## src/sv/knr_pkg.sv

```systemverilog
// shared types, constants and codes of the nearest-records selector
`default_nettype none
package knr_pkg;

	// query slots and kept neighbours
	localparam int SLOTS = 6;
	localparam int KEEP  = 15;

	localparam int QIDX_W = (SLOTS > 1) ? $clog2(SLOTS) : 1;
	localparam int CNT_W  = $clog2(KEEP + 1);

	localparam int DIST_W  = 12;
	localparam int RNUM_W  = 10;
	localparam int LABEL_W = 4;
	localparam int VAL_W   = 8;

	localparam logic [DIST_W-1:0] DIST_MAX  = '1;
	localparam logic [RNUM_W-1:0] COUNT_MAX = '1;

	// command queue between front and back
	localparam int CQ_DEPTH = 2;
	localparam int CQ_PTR_W = (CQ_DEPTH > 1) ? $clog2(CQ_DEPTH) : 1;
	localparam int CQ_CNT_W = $clog2(CQ_DEPTH + 1);

	localparam logic [1:0] OP_QUERY  = 2'd0;
	localparam logic [1:0] OP_RECORD = 2'd1;
	localparam logic [1:0] OP_FINISH = 2'd2;

	localparam logic KIND_ENTRY  = 1'b0;
	localparam logic KIND_REPORT = 1'b1;

	typedef struct packed {
		logic [1:0]         opcode;
		logic [2:0]         slot_index;
		logic [VAL_W-1:0]   luck_value;
		logic [VAL_W-1:0]   hp_value;
		logic [LABEL_W-1:0] record_label;
		logic               end_of_record;
	} req_t;

	typedef struct packed {
		logic               item_kind;
		logic [LABEL_W-1:0] label_out;
		logic [DIST_W-1:0]  distance;
		logic [RNUM_W-1:0]  record_number;
		logic               found;
		logic               last;
	} res_t;

	typedef enum logic {
		CMD_RECORD = 1'b0,
		CMD_FINISH = 1'b1
	} cmd_kind_t;

	// one finished record or one finish marker
	typedef struct packed {
		cmd_kind_t          kind;
		logic [DIST_W-1:0]  rec_dist;
		logic [LABEL_W-1:0] label;
	} cmd_t;

	typedef enum logic [1:0] {
		ST_RUN    = 2'd0,
		ST_DRAIN  = 2'd1,
		ST_REPORT = 2'd2
	} back_st_t;

endpackage
`default_nettype wire

```

## src/sv/l1_nearest_records_top_k_core.sv

```systemverilog
// top level of the nearest-records selector (k nearest by l1 distance)
//
// requests come in on a queue-like port: req is taken at a clock edge with push
// high and full low. opcode 0 loads one query slot, opcode 1 adds one slot element
// of a stored record (end_of_record closes it), opcode 2 asks for the results.
// results leave on a queue-like port: res is valid while empty is low and is
// taken at an edge with pop high.
// one request is accepted per cycle while full is low; the front part works each
// element in the cycle it arrives and hands a finished record or a finish to a
// two-entry command queue. the back part inserts one record a cycle into the
// sorted kept list while it is not draining a finish. in the back a finish is
// taken from the queue, then each kept entry leaves, nearest first, then the
// best-record report marked last.
// when pop stays low while results are due, the result register holds, the back
// part stops, the command queue fills and full rises; nothing is dropped.
// reset clears the query to zero and empties the kept list and the best record.
`default_nettype none
module l1_nearest_records_top_k_core
	import knr_pkg::*;
(
	input  wire logic clk,
	input  wire logic arst_n,
	input  wire logic push,
	output logic      full,
	input  wire req_t req,
	output logic      empty,
	input  wire logic pop,
	output res_t      res
);

	// front to queue
	logic cmd_push;
	cmd_t cmd_in;

	// queue to back
	logic cmd_valid;
	logic cmd_pop;
	cmd_t cmd_out;
	logic q_full;

	logic res_valid;
	logic req_fire;
	logic res_take;

	// a request is taken only while the command queue has room
	assign full     = q_full;
	assign req_fire = push && !q_full;

	assign empty    = !res_valid;
	assign res_take = pop && res_valid;

	knr_front u_front (
		.clk      (clk),
		.arst_n   (arst_n),
		.req_fire (req_fire),
		.req      (req),
		.cmd_push (cmd_push),
		.cmd      (cmd_in)
	);

	knr_cmdq u_cmdq (
		.clk      (clk),
		.arst_n   (arst_n),
		.wr_en    (cmd_push),
		.wr_data  (cmd_in),
		.rd_en    (cmd_pop),
		.rd_data  (cmd_out),
		.nonempty (cmd_valid),
		.is_full  (q_full)
	);

	// back part owns the kept list and the result register
	knr_back u_back (
		.clk       (clk),
		.arst_n    (arst_n),
		.cmd_valid (cmd_valid),
		.cmd       (cmd_out),
		.cmd_pop   (cmd_pop),
		.res_valid (res_valid),
		.res       (res),
		.res_take  (res_take)
	);

endmodule
`default_nettype wire

```

## src/sv/knr_front.sv

```systemverilog
// front part: query store, per-element distance accumulation, command issue
`default_nettype none
module knr_front
	import knr_pkg::*;
(
	input  wire logic clk,
	input  wire logic arst_n,
	input  wire logic req_fire,
	input  wire req_t req,
	output logic      cmd_push,
	output cmd_t      cmd
);

	logic [VAL_W-1:0]  query_luck_q [SLOTS];
	logic [VAL_W-1:0]  query_hp_q   [SLOTS];
	logic [DIST_W-1:0] partial_sum_q;

	logic              slot_ok;
	logic [QIDX_W-1:0] qidx;
	logic [VAL_W-1:0]  ql, qh;
	logic [VAL_W-1:0]  dl, dh;
	logic [DIST_W:0]   sum_wide;
	logic [DIST_W-1:0] sum_sat;
	logic              is_rec, is_fin;

	assign slot_ok = int'(req.slot_index) < SLOTS;
	assign qidx    = req.slot_index[QIDX_W-1:0];
	assign ql      = query_luck_q[qidx];
	assign qh      = query_hp_q[qidx];
	assign dl      = (req.luck_value > ql) ? req.luck_value - ql : ql - req.luck_value;
	assign dh      = (req.hp_value > qh) ? req.hp_value - qh : qh - req.hp_value;

	always_comb begin
		sum_wide = {1'b0, partial_sum_q};
		if (slot_ok) begin
			sum_wide = {1'b0, partial_sum_q} + (DIST_W+1)'(dl) + (DIST_W+1)'(dh);
		end
		sum_sat = sum_wide[DIST_W] ? DIST_MAX : sum_wide[DIST_W-1:0];
	end

	assign is_rec = req_fire && (req.opcode == OP_RECORD);
	assign is_fin = req_fire && (req.opcode == OP_FINISH);

	assign cmd_push     = (is_rec && req.end_of_record) || is_fin;
	assign cmd.kind     = is_fin ? CMD_FINISH : CMD_RECORD;
	assign cmd.rec_dist = sum_sat;
	assign cmd.label    = req.record_label;

	always_ff @(posedge clk or negedge arst_n) begin
		if (!arst_n) begin
			partial_sum_q <= '0;
			for (int i = 0; i < SLOTS; i++) begin
				query_luck_q[i] <= '0;
				query_hp_q[i]   <= '0;
			end
		end else begin
			if (req_fire && (req.opcode == OP_QUERY) && slot_ok) begin
				query_luck_q[qidx] <= req.luck_value;
				query_hp_q[qidx]   <= req.hp_value;
			end
			if (is_fin || (is_rec && req.end_of_record)) begin
				partial_sum_q <= '0;
			end else if (is_rec) begin
				partial_sum_q <= sum_sat;
			end
		end
	end

endmodule
`default_nettype wire

```

## src/sv/knr_cmdq.sv

```systemverilog
// short command queue between front and back
`default_nettype none
module knr_cmdq
	import knr_pkg::*;
(
	input  wire logic clk,
	input  wire logic arst_n,
	input  wire logic wr_en,
	input  wire cmd_t wr_data,
	input  wire logic rd_en,
	output cmd_t      rd_data,
	output logic      nonempty,
	output logic      is_full
);

	cmd_t                mem_q [CQ_DEPTH];
	logic [CQ_PTR_W-1:0] wr_ptr_q, rd_ptr_q;
	logic [CQ_CNT_W-1:0] count_q;

	assign rd_data  = mem_q[rd_ptr_q];
	assign nonempty = count_q != '0;
	assign is_full  = count_q == CQ_CNT_W'(CQ_DEPTH);

	function automatic logic [CQ_PTR_W-1:0] ptr_inc(input logic [CQ_PTR_W-1:0] p);
		ptr_inc = (p == CQ_PTR_W'(CQ_DEPTH - 1)) ? '0 : p + 1'b1;
	endfunction

	always_ff @(posedge clk or negedge arst_n) begin
		if (!arst_n) begin
			wr_ptr_q <= '0;
			rd_ptr_q <= '0;
			count_q  <= '0;
		end else begin
			if (wr_en) begin
				wr_ptr_q <= ptr_inc(wr_ptr_q);
			end
			if (rd_en) begin
				rd_ptr_q <= ptr_inc(rd_ptr_q);
			end
			if (wr_en && !rd_en) begin
				count_q <= count_q + 1'b1;
			end else if (rd_en && !wr_en) begin
				count_q <= count_q - 1'b1;
			end
		end
	end

	always_ff @(posedge clk) begin
		if (wr_en) begin
			mem_q[wr_ptr_q] <= wr_data;
		end
	end

endmodule
`default_nettype wire

```

## src/sv/knr_back.sv

```systemverilog
// back part: sorted insertion chain, best-record tracking, finish drain and result register
`default_nettype none
module knr_back
	import knr_pkg::*;
(
	input  wire logic clk,
	input  wire logic arst_n,
	input  wire logic cmd_valid,
	input  wire cmd_t cmd,
	output logic      cmd_pop,
	output logic      res_valid,
	output res_t      res,
	input  wire logic res_take
);

	back_st_t st_q, st_d;

	logic [DIST_W-1:0]  kd_q [KEEP];
	logic [LABEL_W-1:0] kl_q [KEEP];
	logic [CNT_W-1:0]   kept_count_q;
	logic [DIST_W-1:0]  best_dist_q;
	logic [RNUM_W-1:0]  best_rec_q;
	logic               best_seen_q;
	logic [RNUM_W-1:0]  rec_cnt_q;

	logic               out_valid_q;
	res_t               out_q;

	logic               out_free;
	logic               is_full_list;
	logic [CNT_W-1:0]   end_idx;
	logic               ins_ok;
	logic [KEEP-1:0]    le;
	logic               do_record, do_drain, do_report;
	res_t               out_next;

	assign out_free     = !out_valid_q || res_take;
	assign is_full_list = kept_count_q == CNT_W'(KEEP);
	assign end_idx      = is_full_list ? CNT_W'(KEEP - 1) : kept_count_q;
	assign ins_ok       = !(is_full_list && (cmd.rec_dist >= kd_q[KEEP-1]));

	// entries that stay in place: valid and not farther than the newcomer
	always_comb begin
		for (int i = 0; i < KEEP; i++) begin
			le[i] = (CNT_W'(i) < end_idx) && (kd_q[i] <= cmd.rec_dist);
		end
	end

	// next state
	always_comb begin
		st_d = st_q;
		case (st_q)
			ST_RUN: begin
				if (cmd_valid && (cmd.kind == CMD_FINISH)) begin
					st_d = (kept_count_q == '0) ? ST_REPORT : ST_DRAIN;
				end
			end
			ST_DRAIN: begin
				if (out_free && (kept_count_q == CNT_W'(1))) begin
					st_d = ST_REPORT;
				end
			end
			ST_REPORT: begin
				if (out_free) begin
					st_d = ST_RUN;
				end
			end
			default: st_d = ST_RUN;
		endcase
	end

	// outputs of the sequencer
	always_comb begin
		cmd_pop   = 1'b0;
		do_record = 1'b0;
		do_drain  = 1'b0;
		do_report = 1'b0;
		out_next  = '0;
		case (st_q)
			ST_RUN: begin
				cmd_pop   = cmd_valid;
				do_record = cmd_valid && (cmd.kind == CMD_RECORD);
			end
			ST_DRAIN: begin
				do_drain           = out_free;
				out_next.item_kind = KIND_ENTRY;
				out_next.label_out = kl_q[0];
				out_next.distance  = kd_q[0];
			end
			ST_REPORT: begin
				do_report              = out_free;
				out_next.item_kind     = KIND_REPORT;
				out_next.distance      = best_seen_q ? best_dist_q : '0;
				out_next.record_number = best_seen_q ? best_rec_q : '0;
				out_next.found         = best_seen_q;
				out_next.last          = 1'b1;
			end
			default: begin
				cmd_pop = 1'b0;
			end
		endcase
	end

	always_ff @(posedge clk or negedge arst_n) begin
		if (!arst_n) begin
			st_q         <= ST_RUN;
			kept_count_q <= '0;
			best_dist_q  <= DIST_MAX;
			best_rec_q   <= '0;
			best_seen_q  <= 1'b0;
			rec_cnt_q    <= '0;
			out_valid_q  <= 1'b0;
		end else begin
			st_q <= st_d;
			if (do_record) begin
				if (!is_full_list) begin
					kept_count_q <= kept_count_q + 1'b1;
				end
				if (!best_seen_q || (cmd.rec_dist < best_dist_q)) begin
					best_dist_q <= cmd.rec_dist;
					best_rec_q  <= rec_cnt_q;
					best_seen_q <= 1'b1;
				end
				if (rec_cnt_q != COUNT_MAX) begin
					rec_cnt_q <= rec_cnt_q + 1'b1;
				end
			end
			if (do_drain) begin
				kept_count_q <= kept_count_q - 1'b1;
			end
			if (do_report) begin
				kept_count_q <= '0;
				best_dist_q  <= DIST_MAX;
				best_rec_q   <= '0;
				best_seen_q  <= 1'b0;
				rec_cnt_q    <= '0;
			end
			if (do_drain || do_report) begin
				out_valid_q <= 1'b1;
			end else if (res_take) begin
				out_valid_q <= 1'b0;
			end
		end
	end

	// kept list and result payload
	always_ff @(posedge clk) begin
		if (do_record && ins_ok) begin
			for (int i = 0; i < KEEP; i++) begin
				if (!le[i]) begin
					if ((i == 0) || le[(i == 0) ? 0 : i - 1]) begin
						kd_q[i] <= cmd.rec_dist;
						kl_q[i] <= cmd.label;
					end else begin
						kd_q[i] <= kd_q[(i == 0) ? 0 : i - 1];
						kl_q[i] <= kl_q[(i == 0) ? 0 : i - 1];
					end
				end
			end
		end else if (do_drain) begin
			for (int i = 0; i < KEEP - 1; i++) begin
				kd_q[i] <= kd_q[i + 1];
				kl_q[i] <= kl_q[i + 1];
			end
		end
		if (do_drain || do_report) begin
			out_q <= out_next;
		end
	end

	assign res_valid = out_valid_q;
	assign res       = out_q;

	a_count_range: assert property (@(posedge clk) disable iff (!arst_n)
		kept_count_q <= CNT_W'(KEEP))
		else $error("kept count beyond store size");

	a_drain_nonempty: assert property (@(posedge clk) disable iff (!arst_n)
		(st_q == ST_DRAIN) |-> (kept_count_q != '0))
		else $error("draining an empty kept list");

	a_last_is_report: assert property (@(posedge clk) disable iff (!arst_n)
		out_valid_q |-> (out_q.last == out_q.item_kind))
		else $error("last flag not on the report");

	a_pop_has_data: assert property (@(posedge clk) disable iff (!arst_n)
		cmd_pop |-> cmd_valid)
		else $error("command popped from empty queue");

	a_sorted_head: assert property (@(posedge clk) disable iff (!arst_n)
		(kept_count_q > CNT_W'(1)) |-> (kd_q[0] <= kd_q[1]))
		else $error("kept list out of order");

endmodule
`default_nettype wire

```

## config.mk

```make
export PLATFORM = sky130hd
export DESIGN_NAME = l1_nearest_records_top_k_core
export DESIGN_NICKNAME = d
export VERILOG_FILES = /design/src/sv/knr_pkg.sv /design/src/sv/l1_nearest_records_top_k_core.sv /design/src/sv/knr_front.sv /design/src/sv/knr_cmdq.sv /design/src/sv/knr_back.sv
export SDC_FILE = /design/constraint.sdc
export NUM_CORES = 1
export LEC_CHECK = 0
export ABC_CLOCK_PERIOD_IN_PS = 5600
export BUFFER_PORTS_ARGS = -buffer_cell sky130_fd_sc_hd__clkbuf_2
export CORE_ASPECT_RATIO = 0.8
export CORE_MARGIN = 4
export CORE_UTILIZATION = 55
export CTS_CLUSTER_DIAMETER = 80
export DETAILED_ROUTE_END_ITERATION = 8
export PLACE_DENSITY = 0.74
export SYNTH_ARGS = -nofsm -noshare
export SYNTH_HDL_FRONTEND = slang
export SYNTH_SLANG_ARGS = --single-unit
```

## constraint.sdc

```tcl
create_clock -name clk -period 5.6 [get_ports clk]
set_input_delay 0.84 -clock clk [delete_from_list [all_inputs] [get_ports clk]]
set_output_delay 0.84 -clock clk [all_outputs]
set_load 0.03 [all_outputs]
```

Word-level counts from Yosys, hierarchy flattened
Memories as Yosys holds them, arrays and structs flattened. Cells that the tools add are included.

Add/subtract/negate cells: 13. Order comparisons: 37. Eq/ne operators: 12. Mux-type cells: 228. Bitwise logic cells: 58. Reductions and logical operators: 56.

Operators with widths (count): $mux W12 (35); $le A12 B12 Y1 (15); $mux W1 (133); $mux W4 (33); $bwmux W48 (2); $mux W10 (6); $mux W8 (7); $or A1 B1 Y1 (56); $bmux W8 S3 (2); $sub A8 B8 Y8 (4); $logic_and A1 B1 Y1 (30); $lt A4 B4 Y1 const A (7); $demux W8 S3 (1); $pmux W12 S2 (1); $gt A8 B8 Y1 (2); $lt A3 B4 Y1 const A (4); $reduce_bool A2 Y1 (7); $add A12 B8 Y13 (1); $add A13 B8 Y13 (1); $mux W13 (1); $ge A12 B12 Y1 (1); $lt A12 B12 Y1 (1); $mux W2 (6); $add A10 B1 Y10 const B (1); 27 further kinds (47).

Register bits: 181. RAM bits: 274. Input port bits: 30. Output and inout port bits: 31. Logic and storage cells: 436. Memories kept: 3.

Memory list: u_back.kd_q (depth 15, width 12, read ports 15, clocked after Yosys merged registers in 0, wr ports 15, line knr_back.sv:18) `logic [DIST_W-1:0] kd_q [KEEP];`; u_back.kl_q (depth 15, width 4, read ports 15, clocked after Yosys merged registers in 0, wr ports 15, line knr_back.sv:19) `logic [LABEL_W-1:0] kl_q [KEEP];`; u_cmdq.mem_q (depth 2, width 17, read ports 1, clocked after Yosys merged registers in 0, wr ports 1, line knr_cmdq.sv:16) `cmd_t mem_q [CQ_DEPTH];`.

Depth between registers and ports, before layout
Depth in word-level cells: 12. Mapped depth: 28. Gate-level depth less buffers: 26.

Modules after synthesis
Synthesis repeated with hierarchy kept, for this count alone.

Cell total of the unflattened synthesis: 2512. Area, all modules: 26974.6 um^2.

By module, submodules not included: knr_back (times used 1, cells each 1697, area an instance 18806.8 um^2, seq. area each 9063.7 um^2); knr_front (times used 1, cells each 743, area an instance 6682.7 um^2, seq. area each 2702.6 um^2); knr_cmdq (times used 1, cells each 69, area an instance 1466.4 um^2, seq. area each 1121.1 um^2); l1_nearest_records_top_k_core (times used 1, cells each 3, area an instance 18.8 um^2, seq. area each 0.0 um^2).

Worst setup path before layout
No wires, ideal clock.

Path type: input to register. Start: input req[23] in the netlist's numbering. End: memory u_cmdq.mem_q[0][9] in the netlist's numbering, data pin. Setup time: 0.272 ns. Arrival time: 6.113 ns. Data required time: 5.328 ns. Slack: -0.785 ns. Stages on the path: 27. Buffers on the path: 2. Path through: clkbuf_1 > nor3b_1 > clkbuf_1 > a22oi_1 > nand2_1 > a221oi_1 > inv_1 > ha_1 > inv_1 > fa_1 > nand3_1 > a21oi_1 > o31ai_2 > mux2_2 > o21ba_2 > o21ai_1 > xnor2_1 > fa_1 > inv_1 > ha_1 > a21o_1 > a21oi_1 > nand2_1 > a21oi_1 > nor2_1 > a31oi_1 > o21ai_0.

RTL lines: start, declared (line l1_nearest_records_top_k_core.sv:25) `input wire req_t req,`; end, declared (line knr_cmdq.sv:16).

==> summary.md <==
| Metric | Value |
|---|---|
| Status | `finished clean` |
| Reg-to-Reg End | `u_cmdq.mem_q[0][10]` |
| Max Cap Viol | `0` |
| Wire length per cell | `21.9 um` |
| Clock period minus worst slack | `5390 ps` |
| DIE WIDTH | `255 um` |
| Max VDD drop | `431 uV` |
| Routed vias | `22.2k` |
| DR iter-0 viols | `2,494` |
| Switching Share | `around 45%` |
| Setup violations, final | `0` |
| Post-synth top area cell | `edfxtp_1` |
| TNS Setup | `0 ps` |
| Ratio of cells with drive above 1 in the final layout | `about 14%` |
| Vias per cell | `approximately 6.4` |
| Clock Latency Late Sink | `600 ps` |
| Worst path max stage delay | `400 ps` |
| Slowest-stage cell, CP | `fa_1` |
| Nets | `3,085` |
| Mapped Area | `26,800 um^2` |
| Gr usage total | `between 20 and 30%` |
| Iteration count of the initial detailed-routing pass | `5` |
| Worst Hold Class | `input pin to async pin` |
| P per Cell Area | `705 nW/um^2` |
| Initial antenna violation count | `1` |
| Synth Net Count | `around 3.0k` |
| Bufs on Longest Clock Path | `3` |
| Fin. max-slew vios | `0` |
| Yosys warnings | `0` |
| Clock buffer count from CTS | `47` |
| Pint | `between 0.01 and 0.015 W` |
| RR Startpoint | `u_front.query_luck_q[16]` |
| Total power | `roughly 0.021 W` |
| Post-synth EDFFs | `302` |
| Top delay family on crit path | `compound AO/OA/AOI/OAI gates` |
| PortBufs | `60` |
| Mapped Cells | `2,676` |
| Final Instance Area | `30,200 um^2` |
| Largest net degree at the start of global routing | `92` |
| Worst slew pin tran | `1280 ps` |
| Top area cells in the synthesized netlist | `edfxtp_1 34%, dfrtp_1 13%, ha_1 11%` |
| DRT antenna net count | `0` |
| Core ar. | `47,500 um^2` |
| CP Data Arrival Time | `5690 ps` |
| CP required | `between 5000 and 6000 ps` |
| Clk root buf | `clkbuf_16` |
| Filler cell count | `3,711` |
| Die Y | `205 um` |
| Initial Utilization | `56.3%` |
| Dpl hpwl | `55.2 mm` |
| R2r setup slk | `670 ps` |
| Sequential area share after synthesis | `48.2%` |
| Clk pin slew, worst setup/hold paths | `60 ps` |
| First-pass GRT wire length | `between 100 and 150 mm` |
| Clock H-tree levels | `2` |
| Critical path capture point type | `flop` |
| Crit path max fanout | `10` |
| Final hold vios | `0` |
| Fmax | `185 MHz` |
| Synth top area share | `33.9%` |
| Critical path type | `input pin to flop` |
| Std-Cell Rows | `71` |
| Vias in the first global route | `roughly 21k` |
| Area of the die | `between 50,000 and 60,000 um^2` |
| Slew headroom | `14.9%` |
| Pleak | `12.8 nW` |
| Clock Power Share | `14.1%` |
| Post-synth top flop | `edfxtp_1` |
| Yosys cell types | `74` |
| Register bit total from synthesis | `454` |
| Remaining DRCs | `0` |
| P&R area growth vs syn | `12.9%` |
| Asr flop ratio synth | `33.5%` |
| Final WL | `75.7 mm` |
| CTS Hold Buffers Added | `0` |
| Gate power share | `51.7%` |
| Clk sinks | `between 400 and 500` |
| Final hold slack | `between 200 and 300 ps` |
| Post-DP Area | `28,700 um^2` |
| Sequential share of power | `between 30 and 40%` |
| Switching power | `approximately 0.0096 W` |
| Avg Cell Area, Syn | `between 9 and 10 um^2` |
| R2R cell count | `25` |
| Finished Core Util | `between 60% and 70%` |
| Setup Skew | `27.5 ps` |
| Fin crit share | `between 90% and 100%` |
| # IOs | `61` |
| Buffers & Inverters on Critical Path | `5` |
| GP Congestion | `0.939` |
| Critical path startpoint category | `input pin` |
| Global route overflow | `0` |
| CTS tree | `done` |
## per-stage QoR
| step | std cells | worst slack [ps] |
|---|---|---|
| 2_1_floorplan | 2676 | 0.221 |
| 3_3_place_gp | 3369 | -264 |
| 3_5_place_dp | 3369 | -444 |
| 4_1_cts | 3454 | 147 |
| 5_1_grt | 3459 | -53.7 |
| 6_report | 3460 | 205 |
## Yosys cell counts (all sizes together), types with 7 or more instances
cell type / number
and3: 17
a21oi: 175
o211ai: 11
edfxtp: 302
mux2i: 46
o21bai: 7
a211oi: 11
nor2b: 31
inv: 130
nand2b: 9
xor2: 13
a211o: 7
o21a: 20
nor2: 135
a21o: 44
nand2: 351
o21ai: 396
a221oi: 22
a31oi: 24
a22oi: 44
nand4: 39
nor3: 27
o22ai: 15
buf: 49
fa: 13
xnor2: 19
and2: 17
or3: 9
ha: 239
o221ai: 32
mux2: 34
dfstp: 12
dfrtp: 140
clkbuf: 89
nor4: 8
nand3: 88
## cell families after synthesis
group           Yosys count  share of synthesized area [%]
flops                   454                           48.2
fa+ha+maj               252                           12.2
compound gates          840                           18.9
mux                      80                           3.17
buf+inv                 268                           4.04
xor+xnor                 32                           1.05
simple gates            750                           12.6
## worst max path at each step
stage / start / to / slack, ps / cells after the start
2_1_floorplan: req[23] / u_cmdq.mem_q[0][14] / 0.2 / 26
3_3_place_gp: req[23] / u_cmdq.mem_q[0][8] / -260 / 25
3_5_place_dp: req[23] / u_cmdq.mem_q[0][15] / -440 / 25
4_1_cts: req[23] / u_cmdq.mem_q[0][13] / 150 / 25
5_1_grt: req[21] / u_cmdq.mem_q[0][7] / -50 / 28
6_report: req[22] / u_cmdq.mem_q[0][10] / 210 / 26
## final cells by class
cell class              count  area (um^2)  share of cell area, %
multi-input cells        1954        13100                   43.5
repair buffers            216         1490                   4.94
diodes                      1         2.50                0.00828
well taps                 620          776                   2.57
clock buffers              66         1300                   4.30
inverters                 130          488                   1.62
clock inverters            19          133                  0.439
flip-flops and latches    454        12900                   42.7
## placed cells by master (no fill, tap or decap), drive strengths merged, types with 46 or more instances in the layout
master	synthesis	layout
a21oi	175	175
buf	49	158
clkbuf	89	124
dfrtp	140	140
edfxtp	302	302
ha	239	239
inv	130	132
mux2i	46	46
nand2	351	351
nand3	88	88
nor2	135	135
o21ai	396	396
## state kept, by name, summed over array words and instances, names as in the netlist, 10 cells and up
register,cells
u_front.query_luck_q,48
u_back.best_rec_q,10
u_back.kd_q,180
u_back.rec_cnt_q,10
u_back.kl_q,60
u_cmdq.mem_q,34
u_back.res,28
u_front.partial_sum_q,12
u_back.best_dist_q,12
u_front.query_hp_q,48
## power by group through the flow
stage	clock network, W	registers, W	logic, W
floorplan	0	0.00693	0.00711
global placement	0	0.00721	0.0101
detailed placement	0	0.00725	0.0106
CTS	0.00305	0.00720	0.0107
global route	0.00318	0.00736	0.0122
finish	0.00301	0.00726	0.0110
## per-layer routing
metal | global-route usage (%) | up-vias | wire (um)
met5 | 0 | - | 0
met4 | 8.24 | 0 | 1840
met3 | 8.24 | 149 | 9300
met2 | 41.5 | 1218 | 31800
met1 | 42.8 | 10700 | 32800
li1 | - | 10100 | -
## what timing repair did
item	CTS	global route
setup endpoints to repair	0	34
setup buffers	0	5
resized for setup	0	23
Note: power is estimated with default switching activity, not from simulation.
